[config.mk]
export PLATFORM = sky130hd
export DESIGN_NAME = z85_rotating_codec
export DESIGN_NICKNAME = d
export VERILOG_FILES = /design/src/rtl/core/z85rc_pkg.sv /design/src/rtl/core/z85rc_alu.sv /design/src/rtl/core/z85_rotating_codec.sv
export VERILOG_INCLUDE_DIRS = /design/src /design/src/rtl/core
export SDC_FILE = /design/constraint.sdc
export NUM_CORES = 1
export LEC_CHECK = 0
export CORE_UTILIZATION = 40
export CTS_CLUSTER_SIZE = 12
export DETAILED_ROUTE_END_ITERATION = 10
export DONT_BUFFER_PORTS = 1
export HOLD_SLACK_MARGIN = 0.08
export SYNTH_ARGS = -nofsm -noshare
export SYNTH_HDL_FRONTEND = slang
export SYNTH_HIERARCHICAL = 1
export SYNTH_SLANG_ARGS = --single-unit
[constraint.sdc]
create_clock -name clk -period 16.8 [get_ports clk]
set_input_delay 1.68 -clock clk [delete_from_list [all_inputs] [get_ports clk]]
set_output_delay 1.68 -clock clk [all_outputs]
set_load 0.1 [all_outputs]
[src/rtl/core/assert_macros.svh]
// Assertion macros shared by the codec RTL.
`ifndef ASSERT_MACROS_SVH
`define ASSERT_MACROS_SVH

// Invariant checked at every clock edge out of reset.
`define ASSERT_ALWAYS(label, prop, msg) \
    label: assert property (@(posedge clk) disable iff (!rst_n) (prop)) else $error(msg);

// Same-cycle implication.
`define ASSERT_IMPLY(label, ante, cons, msg) \
    label: assert property (@(posedge clk) disable iff (!rst_n) (ante) |-> (cons)) \
        else $error(msg);

// Next-cycle implication.
`define ASSERT_NEXT(label, ante, cons, msg) \
    label: assert property (@(posedge clk) disable iff (!rst_n) (ante) |=> (cons)) \
        else $error(msg);

`endif

[src/rtl/core/z85rc_pkg.sv]
// Constants, types and helper functions of the rotating Z85 codec.
package z85rc_pkg;

    localparam int unsigned DIGITS = 5;
    localparam logic [6:0]  RADIX = 7'd85;
    localparam logic [6:0]  RADIX_M1 = 7'd84;
    // ceil(2^38 / 85): exact quotient for any 32-bit dividend
    localparam logic [31:0] RECIP = 32'd3233857729;
    localparam int unsigned RECIP_SHIFT = 38;

    localparam logic [8*85-1:0] ALPHABET =
        "0123456789abcdefghijklmnopqrstuvwxyzABCDEFGHIJKLMNOPQRSTUVWXYZ.-:+=^!/*?&<>()[]{}@%$#";

    localparam logic REG_MODE = 1'b0;
    localparam logic REG_ROT_STEP = 1'b1;

    localparam logic MODE_ENCODE = 1'b0;
    localparam logic MODE_DECODE = 1'b1;

    localparam logic [1:0] OP_QUOT = 2'd0;
    localparam logic [1:0] OP_REM = 2'd1;
    localparam logic [1:0] OP_MAC = 2'd2;

    typedef struct packed {
        logic [1:0]  op;
        logic [31:0] a;
        logic [31:0] b;
    } alu_req_t;

    typedef struct packed {
        logic       valid;
        logic [6:0] digit;
    } char_digit_t;

    function automatic logic [7:0] digit_to_char(input logic [6:0] d);
        logic [9:0] pos;
        pos = {3'b000, 7'(RADIX_M1 - d)} << 3;
        return ALPHABET[pos +: 8];
    endfunction

    function automatic char_digit_t char_to_digit(input logic [7:0] c);
        char_digit_t res;
        res = '0;
        for (int i = 0; i < 85; i++)
        begin
            if (ALPHABET[8*(84-i) +: 8] == c)
            begin
                res.valid = 1'b1;
                res.digit = res.digit | 7'(i);
            end
        end
        return res;
    endfunction

    function automatic logic [6:0] add_mod(input logic [6:0] a, input logic [6:0] b);
        logic [7:0] s;
        s = {1'b0, a} + {1'b0, b};
        if (s >= {1'b0, RADIX})
        begin
            s = s - {1'b0, RADIX};
        end
        return s[6:0];
    endfunction

    function automatic logic [6:0] sub_mod(input logic [6:0] a, input logic [6:0] b);
        logic [6:0] r;
        if (a >= b)
        begin
            r = a - b;
        end
        else
        begin
            r = a + RADIX - b;
        end
        return r;
    endfunction

endpackage

[src/rtl/core/z85rc_alu.sv]
// Shared arithmetic unit: divide by 85, remainder, multiply-accumulate by 85.
module z85rc_alu
    import z85rc_pkg::*;
(
    input  alu_req_t    req,
    output logic [31:0] y
);

    logic [63:0] prod;
    logic [31:0] sel;
    logic [31:0] times85;

    assign prod = 64'(req.a) * 64'(RECIP);
    assign sel = (req.op == OP_MAC) ? req.a : req.b;
    assign times85 = (sel << 6) + (sel << 4) + (sel << 2) + sel;

    always_comb
    begin
        unique case (req.op)
            OP_QUOT: y = 32'(prod >> RECIP_SHIFT);
            OP_REM:  y = req.a - times85;
            OP_MAC:  y = times85 + req.b;
            default: y = '0;
        endcase
    end

endmodule

[src/rtl/core/z85_rotating_codec.sv]
// Rotating Z85 codec: sequencer, digit store and output register.
//
// Input channel (in_valid/in_ready): one request per 32-bit word (encode) or
// five characters (decode). Output channel (out_valid/out_ready): encode gives
// five character results, the fifth with last set; decode gives one word
// result with last set. Registers mode and rot_step are written through
// cfg_write_en/cfg_index/cfg_data; the user must write them only while the
// block is idle, as the block itself does not enforce this.
// Encode: quotient and remainder steps through the shared divide-by-85 unit
// split the word, one digit per step pair, then one character per cycle while
// the receiver accepts.
// Decode: multiply-accumulate steps through the same unit, one per character,
// then the result is loaded into the output register.
// in_ready is high only while the sequencer is idle; one request at a time.
// A stalled receiver holds the output register and the sequencer waits in its
// emit state; a new request is taken once the last result sits in the output
// register. Reset clears the sequencer, output valid, registers and offset.
`include "assert_macros.svh"

module z85_rotating_codec
    import z85rc_pkg::*;
(
    input  logic        clk,
    input  logic        rst_n,
    input  logic        cfg_write_en,
    input  logic        cfg_index,
    input  logic [6:0]  cfg_data,
    input  logic        in_valid,
    output logic        in_ready,
    input  logic [39:0] data_in,
    input  logic        first_of_stream,
    output logic        out_valid,
    input  logic        out_ready,
    output logic [7:0]  out_char,
    output logic [31:0] out_word,
    output logic        bad_char,
    output logic        last
);

    localparam logic [2:0] S_IDLE = 3'd0;
    localparam logic [2:0] S_QUOT = 3'd1;
    localparam logic [2:0] S_REM = 3'd2;
    localparam logic [2:0] S_DEC = 3'd3;
    localparam logic [2:0] S_EMIT = 3'd4;

    logic [2:0]  state_reg, state_next;
    logic        mode_reg;
    logic [6:0]  step_reg;
    logic [6:0]  offset_reg, offset_next;
    logic [2:0]  cnt_reg, cnt_next;
    logic [31:0] word_reg;
    logic [31:0] q_reg;
    logic [39:0] data_reg;
    logic [31:0] acc_reg;
    logic        bad_reg;
    logic [6:0]  digits_reg [DIGITS];

    logic        out_valid_reg;
    logic [7:0]  out_char_reg;
    logic [31:0] out_word_reg;
    logic        bad_char_reg;
    logic        last_reg;

    alu_req_t    alu_req;
    logic [31:0] alu_y;
    char_digit_t dec_digit;
    logic [6:0]  dec_rot;
    logic [6:0]  step_in;
    logic        in_req;
    logic        out_free;
    logic        emit_fire;

    z85rc_alu u_alu
    (
        .req (alu_req),
        .y   (alu_y)
    );

    assign in_ready = (state_reg == S_IDLE);
    assign in_req = in_valid && in_ready;
    assign out_free = !out_valid_reg || out_ready;
    assign emit_fire = (state_reg == S_EMIT) && out_free;

    assign step_in = (cfg_data >= RADIX) ? (cfg_data - RADIX) : cfg_data;

    assign dec_digit = char_to_digit(data_reg[39:32]);
    assign dec_rot = add_mod(dec_digit.digit, offset_reg);

    always_comb
    begin
        alu_req.op = OP_QUOT;
        alu_req.a = word_reg;
        alu_req.b = q_reg;
        unique case (state_reg)
            S_REM:
            begin
                alu_req.op = OP_REM;
            end
            S_DEC:
            begin
                alu_req.op = OP_MAC;
                alu_req.a = acc_reg;
                alu_req.b = {25'b0, dec_rot};
            end
            default:
            begin
                alu_req.op = OP_QUOT;
            end
        endcase
    end

    always_comb
    begin
        state_next = state_reg;
        cnt_next = cnt_reg;
        offset_next = offset_reg;
        unique case (state_reg)
            S_IDLE:
            begin
                if (in_req)
                begin
                    if (first_of_stream)
                    begin
                        offset_next = '0;
                    end
                    if (mode_reg == MODE_DECODE)
                    begin
                        state_next = S_DEC;
                        cnt_next = '0;
                    end
                    else
                    begin
                        state_next = S_QUOT;
                        cnt_next = 3'(DIGITS - 1);
                    end
                end
            end
            S_QUOT:
            begin
                state_next = S_REM;
            end
            S_REM:
            begin
                if (cnt_reg == '0)
                begin
                    state_next = S_EMIT;
                end
                else
                begin
                    state_next = S_QUOT;
                    cnt_next = cnt_reg - 3'd1;
                end
            end
            S_DEC:
            begin
                offset_next = add_mod(offset_reg, step_reg);
                if (cnt_reg == 3'(DIGITS - 1))
                begin
                    state_next = S_EMIT;
                end
                else
                begin
                    cnt_next = cnt_reg + 3'd1;
                end
            end
            S_EMIT:
            begin
                if (out_free)
                begin
                    if (mode_reg == MODE_DECODE || cnt_reg == 3'(DIGITS - 1))
                    begin
                        state_next = S_IDLE;
                    end
                    else
                    begin
                        cnt_next = cnt_reg + 3'd1;
                    end
                    if (mode_reg == MODE_ENCODE)
                    begin
                        offset_next = add_mod(offset_reg, step_reg);
                    end
                end
            end
            default:
            begin
                state_next = S_IDLE;
            end
        endcase
    end

    always_ff @(posedge clk or negedge rst_n)
    begin
        if (!rst_n)
        begin
            state_reg <= S_IDLE;
            cnt_reg <= '0;
            offset_reg <= '0;
            mode_reg <= MODE_ENCODE;
            step_reg <= '0;
            out_valid_reg <= 1'b0;
        end
        else
        begin
            state_reg <= state_next;
            cnt_reg <= cnt_next;
            offset_reg <= offset_next;
            if (cfg_write_en)
            begin
                unique case (cfg_index)
                    REG_MODE:     mode_reg <= cfg_data[0];
                    REG_ROT_STEP: step_reg <= step_in;
                    default:      mode_reg <= mode_reg;
                endcase
            end
            if (emit_fire)
            begin
                out_valid_reg <= 1'b1;
            end
            else if (out_ready)
            begin
                out_valid_reg <= 1'b0;
            end
        end
    end

    always_ff @(posedge clk)
    begin
        unique case (state_reg)
            S_IDLE:
            begin
                if (in_req)
                begin
                    word_reg <= data_in[31:0];
                    data_reg <= data_in;
                    acc_reg <= '0;
                    bad_reg <= 1'b0;
                end
            end
            S_QUOT:
            begin
                q_reg <= alu_y;
            end
            S_REM:
            begin
                digits_reg[cnt_reg] <= alu_y[6:0];
                word_reg <= q_reg;
            end
            S_DEC:
            begin
                acc_reg <= alu_y;
                bad_reg <= bad_reg || !dec_digit.valid;
                data_reg <= data_reg << 8;
            end
            default:
            begin
                acc_reg <= acc_reg;
            end
        endcase
        if (emit_fire)
        begin
            if (mode_reg == MODE_DECODE)
            begin
                out_char_reg <= '0;
                out_word_reg <= acc_reg;
                bad_char_reg <= bad_reg;
                last_reg <= 1'b1;
            end
            else
            begin
                out_char_reg <= digit_to_char(sub_mod(digits_reg[cnt_reg], offset_reg));
                out_word_reg <= '0;
                bad_char_reg <= 1'b0;
                last_reg <= (cnt_reg == 3'(DIGITS - 1));
            end
        end
    end

    assign out_valid = out_valid_reg;
    assign out_char = out_char_reg;
    assign out_word = out_word_reg;
    assign bad_char = bad_char_reg;
    assign last = last_reg;

    `ASSERT_ALWAYS(a_offset_range, (offset_reg < RADIX) && (step_reg < RADIX), "offset or step out of range")
    `ASSERT_IMPLY(a_rem_digit, state_reg == S_REM, alu_y < 32'(RADIX), "remainder not a base-85 digit")
    `ASSERT_NEXT(a_req_starts, in_req, state_reg != S_IDLE, "request did not start the sequencer")
    `ASSERT_NEXT(a_last_idle, emit_fire && (cnt_reg == 3'(DIGITS - 1) || mode_reg == MODE_DECODE), (state_reg == S_IDLE) && last_reg, "final result not marked last")

endmodule
# Word level (Yosys, flattened, before mapping)
# Memory sizes are Yosys's and may differ from the RTL's.
# Index checks and enable logic that the tools add are counted.
[totals]
reg_bits = 201
mem_bits_rw = 35
word_cells = 332
n_memories = 1
[mem_list]
columns = ["name", "depth", "width", "read_ports", "rd_ports_with_merged_regs", "write_ports", "line_no", "source"]
rows = [
  ["digits_reg", 5, 7, 1, 0, 1, "z85_rotating_codec.sv:56", "logic [6:0] digits_reg [DIGITS];"],
]
[op_classes]
n_addsub = 16
n_mul = 1
n_lt_le_gt_ge = 4
eq_ne = 103
n_shift = 1
mux = 169
n_reduce_logical = 22
[op_table]
columns = ["op", "n"]
rows = [
  ["two-way mux 8 bit", 87],
  ["indexed part select 680 x 11 -> 8 bit (first input constant)", 1],
  ["== test 7 x 8 -> 1 bit (first input constant)", 58],
  ["two-way mux 32 bit", 7],
  ["== test 6 x 8 -> 1 bit (first input constant)", 27],
  ["two-way mux 7 bit", 22],
  ["adder 32 bit", 4],
  ["case mux 32 bit (2 select lines)", 2],
  ["case mux 32 bit (3 select lines)", 1],
  ["two-way mux 3 bit", 27],
  ["two-way mux 40 bit", 2],
  ["case mux 40 bit (2 select lines)", 1],
  ["multiplier 32 x 32 -> 64 bit (second input constant)", 1],
  ["two-way mux 64 bit", 1],
  ["subtractor 32 bit", 1],
  ["case mux 7 bit (3 select lines)", 1],
  ["subtractor 7 bit (second input constant)", 3],
  ["adder 7 x 7 -> 8 bit", 2],
  ["greater-or-equal comparator 8 x 7 -> 1 bit (second input constant)", 2],
  ["case mux 3 bit (5 select lines)", 1],
  ["inequality test 2 bit (second input constant)", 7],
  ["subtractor 7 bit", 2],
  ["two-way mux 1 bit", 13],
  ["case mux 3 bit (4 select lines)", 1],
  ["other kinds (27)", 42],
]

# Depth between registers and ports, before layout
[logic_depth]
word_depth = 97
depth_mapped = 54

# Modules after synthesis
# Netlist, hierarchy kept.
[modules_own_cells]
columns = ["mod", "n_inst", "cells_each", "area_per_inst_um2"]
rows = [
  ["z85rc_alu", 1, 1972, 16737.3],
  ["z85_rotating_codec", 1, 1425, 13812.0],
]

# Worst setup path before layout
# No wires, ideal clock.
[synth_path]
path_type = "register to register"
from = "register data_reg[37]"
to = "register acc_reg[31], data pin"
setup_time_ns = 0.255
t_arrival_ns = 9.838
required_ns = 16.545
path_slack_ns = 6.708
stages_incl_launch_ff = 52
n_path_buf = 3
synth_period_minus_slack_ns = 10.092
path_cell_list = "edfxtp_1 clkbuf_1 or4b_2 clkbuf_1 nand2b_1 mux2i_1 a32oi_1 o41ai_1 or3_1 ha_1 inv_1 fa_1 nor2b_1 o21ai_0 a21boi_0 o21ai_0 nor3b_1 o31a_1 [16 not listed] a21oi_1 o21ai_0 a21o_1 a21oi_1 xnor2_1 inv_1 ha_1 nand4_1 or2_2 nor2_1 a2111oi_4 nor3b_2 a41oi_2 a21oi_2 xnor2_2 xnor2_1 o22ai_1 and2_1"
[synth_rtl]
columns = ["element", "line_no", "source"]
rows = [
  ["start: declaration", "z85_rotating_codec.sv:53", "logic [39:0] data_reg;"],
  ["start signal: assignment", "z85_rotating_codec.sv:234", "data_reg <= data_in;"],
  ["start signal: assignment", "z85_rotating_codec.sv:252", "data_reg <= data_reg << 8;"],
  ["end signal: assignment", "z85_rotating_codec.sv:250", "acc_reg <= alu_y;"],
  ["end signal: assignment", "z85_rotating_codec.sv:256", "acc_reg <= acc_reg;"],
  ["end: declaration", "z85_rotating_codec.sv:54", "logic [31:0] acc_reg;"],
]

==> summary.md <==
| Metric | Value |
|---|---|
| # clock sinks | 235 |
| Synth Area per Inst | 8.993 um2 |
| Num ports | 98 |
| Most instantiated cells after synthesis | 507 x inv_1, 474 x nand2_1, 459 x ha_1 |
| Tcrit/Tclk final | 0.6864 |
| Post-synth EDFFs | 213 |
| Drt drc | 0 |
| Vias in the first global route | 23,470 |
| Crit. End Element | flop |
| Largest net degree at the start of global routing | 83 |
| Synth area leaders | edfxtp_1 21%, ha_1 19%, fa_1 15% |
| Max transition margin | 0.2142 |
| Hold Vio Cnt, Final | 0 |
| CTS Buf Count | 26 |
| Total number of vias | 23,900 |
| DRT Wirelength | 88.09 mm |
| Cts repair resizes | 0 |
| Worst-path clk slew | 60 ps |
| First-pass GRT wire length | 137.5 mm |
| Crit start category | flop |
| Tmin final | 11,530 ps |
| Reg2reg start | data_reg[36]$_DFFE_PP_ |
| Setup crit start | data_reg[36]$_DFFE_PP_ |
| Max Fanout on Critical Path | 21 |
| Site Rows | 100 |
| Clk_skew | 16.75 ps |
| Status | complete, no violations |
| Max-Cap Viols | 0 |
| Port Buffer Count | 0 |
| Synth area leader | edfxtp_1 |
| Final slew viol count | 0 |
| Post-CTS Hold Buffers | 0 |
| Fmax | 0.08672 GHz |
| Largest register FFs | 40 |
| Worst hold slack | 508.5 ps |
| Post-synthesis cell count | 3,397 |
| Hold Crit Class | reg -> reg |
| Clock Path Buffers | 3 |
| Starting Density | 0.4076 |
| PnR worst setup slack | 5269 ps |
| Root Buffer | clkbuf_16 |
| Sequential area share after synthesis | 0.2274 |
| Setup bufs post-CTS | 0 |
| Max stage delay cell, worst path | or4b_2 |
| Detail Route Antenna Nets | 0 |
| DRT iter0 DRCs | 1,995 |
| Layout cells sized above 1 | 0.03549 |
| Post-Syn Nets | 4,133 |
| Final Setup Violations | 0 |
| Slew @ Worst Pin | 1149 ps |
| Pre-CTS worst setup slack | 5421 ps |
| Final TNS setup | 0 ps |
| #FFs+latches synth | 235 |
| Drt via density | 5.525 |
| Die outline width | 278.4 um |
| FILL cells | 7,454 |
| Area grow syn2layout | 5.914% |
| CP Class | reg -> reg |
| Critical R2R Capture | acc_reg[31]$_SDFFCE_PN0P_ |
| Die extent in y | 278.4 um |
| H-Tree Depth | 1 |
| Clock Latency Late Sink | 550 ps |
| DRT Pass-1 Iters | 5 |
| Async set-or-reset flop fraction in the synthesized netlist | 0.09362 |
| Most frequent CP cell | o21ai_0 |
| Overall routing resource usage | 0.2283 |
| CTS tree | done |
| Unrepaired setup endpoints after global routing | no |
| Detailed-placement wirelength estimate | 72.78 mm |
| Reg-to-reg setup timing slack | 5270 ps |
| Distinct cells, synth | 102 |
| Antenna violations before repair | 4 |
| YS warnings | 6 |
| Cell Area, Synth | 0.03055 mm2 |
| CP endpoint | acc_reg[31]$_SDFFCE_PN0P_ |
| Gr ovfl total | 0 |
| Total core area | 0.07495 mm2 |
| Layout net count | 4,075 |
| R2R depth | 48 |
| Most numerous cell in the Yosys netlist | inv_1 |
| Die Footprint | 0.07748 mm2 |
| WP data required | 17,100 ps |
| Synth top area share | 0.2094 |
| Synth Flop Type | edfxtp_1 |
| GPL Wtd Cong | 0.9599 |
| WP data arrival | 11,830 ps |
| Worst path max stage delay | 870 ps |
| WL per Instance | 20.36 um |
## worst min path at each step
| stage | start | to | slack, ps | depth (start not counted) |
|---|---|---|---|---|
| floorplan | data_reg[2]$_SDFFCE_PP0P_ | data_reg[10]$_DFFE_PP_ | 480 | 2 |
| global placement | data_reg[19]$_DFFE_PP_ | data_reg[27]$_DFFE_PP_ | 490 | 2 |
| detailed placement | data_reg[23]$_DFFE_PP_ | data_reg[31]$_DFFE_PP_ | 500 | 2 |
| CTS | data_reg[23]$_DFFE_PP_ | data_reg[31]$_DFFE_PP_ | 510 | 2 |
| global route | data_reg[14]$_DFFE_PP_ | data_reg[22]$_DFFE_PP_ | 530 | 2 |
| finish | data_reg[23]$_DFFE_PP_ | data_reg[31]$_DFFE_PP_ | 510 | 2 |
## layer usage
| layer | global-route usage | routed length, um |
|---|---|---|
| met1 | 0.3298 | 41200 |
| met3 | 0.03946 | 6626 |
| met4 | 0.04788 | 1728 |
| met2 | 0.3561 | 38500 |
| met5 | 0 | 34 |
## kinds of logic (layout without fill, tap and decap cells)
logic type               after synthesis  after routing  share of synthesized area
XOR/XNOR                             142            142                    0.04206
flip-flops                           235            235                     0.2274
AND/OR/NAND/NOR                      980            980                     0.1490
AO/OA/AOI/OAI                        689            689                     0.1503
multiplexers                          46             46                    0.01929
adder cells (fa/ha/maj)              682            682                     0.3341
buffers and inverters                622            578                    0.07774
other                                  1              5                  0.0001228
## final cells by class
cell class	instances	area (um2)	share of cell area
antenna	4	10.01	0.0003094
clock buffer	34	721.9	0.02231
clock inverter	8	85.08	0.002630
inverter	511	1921	0.05936
multi-input combinational	2540	21250	0.6568
sequential	235	6947	0.2147
tap	969	1212	0.03747
timing repair buffer	25	207.7	0.006419
## metrics by stage
stage	std cells	cell area, um2	utilization
2_1_floorplan	3397	30550	-
3_3_place_gp	4280	31540	0.4208
3_5_place_dp	4280	31540	0.4208
4_1_cts	4322	32350	0.4316
5_1_grt	4322	32350	0.4316
6_report	4326	32360	0.4317
## cell usage in the layout, fill, tap and decap left out, drive strengths merged, types with 45 or more instances in the layout
cell type and count:
xor2 60, and2 114, xnor2 81, edfxtp 213
a21o 91, nand2 474, inv 508, nand3 45
a21oi 167, o21ai 143, nor2 146, ha 459
fa 223
## critical path, delay by kind of cell (launching register included)
kind            cells  cell delay [ps]
flops               1              660
buf+inv             4              320
fa+ha+maj           7             2550
mux                 1              150
xor+xnor            4              630
simple gates       10             2670
compound gates     22             4280
Power is left out: the tool's default activity adds up to more than one toggle a clock period on the data nets, which glitch-free logic cannot reach.
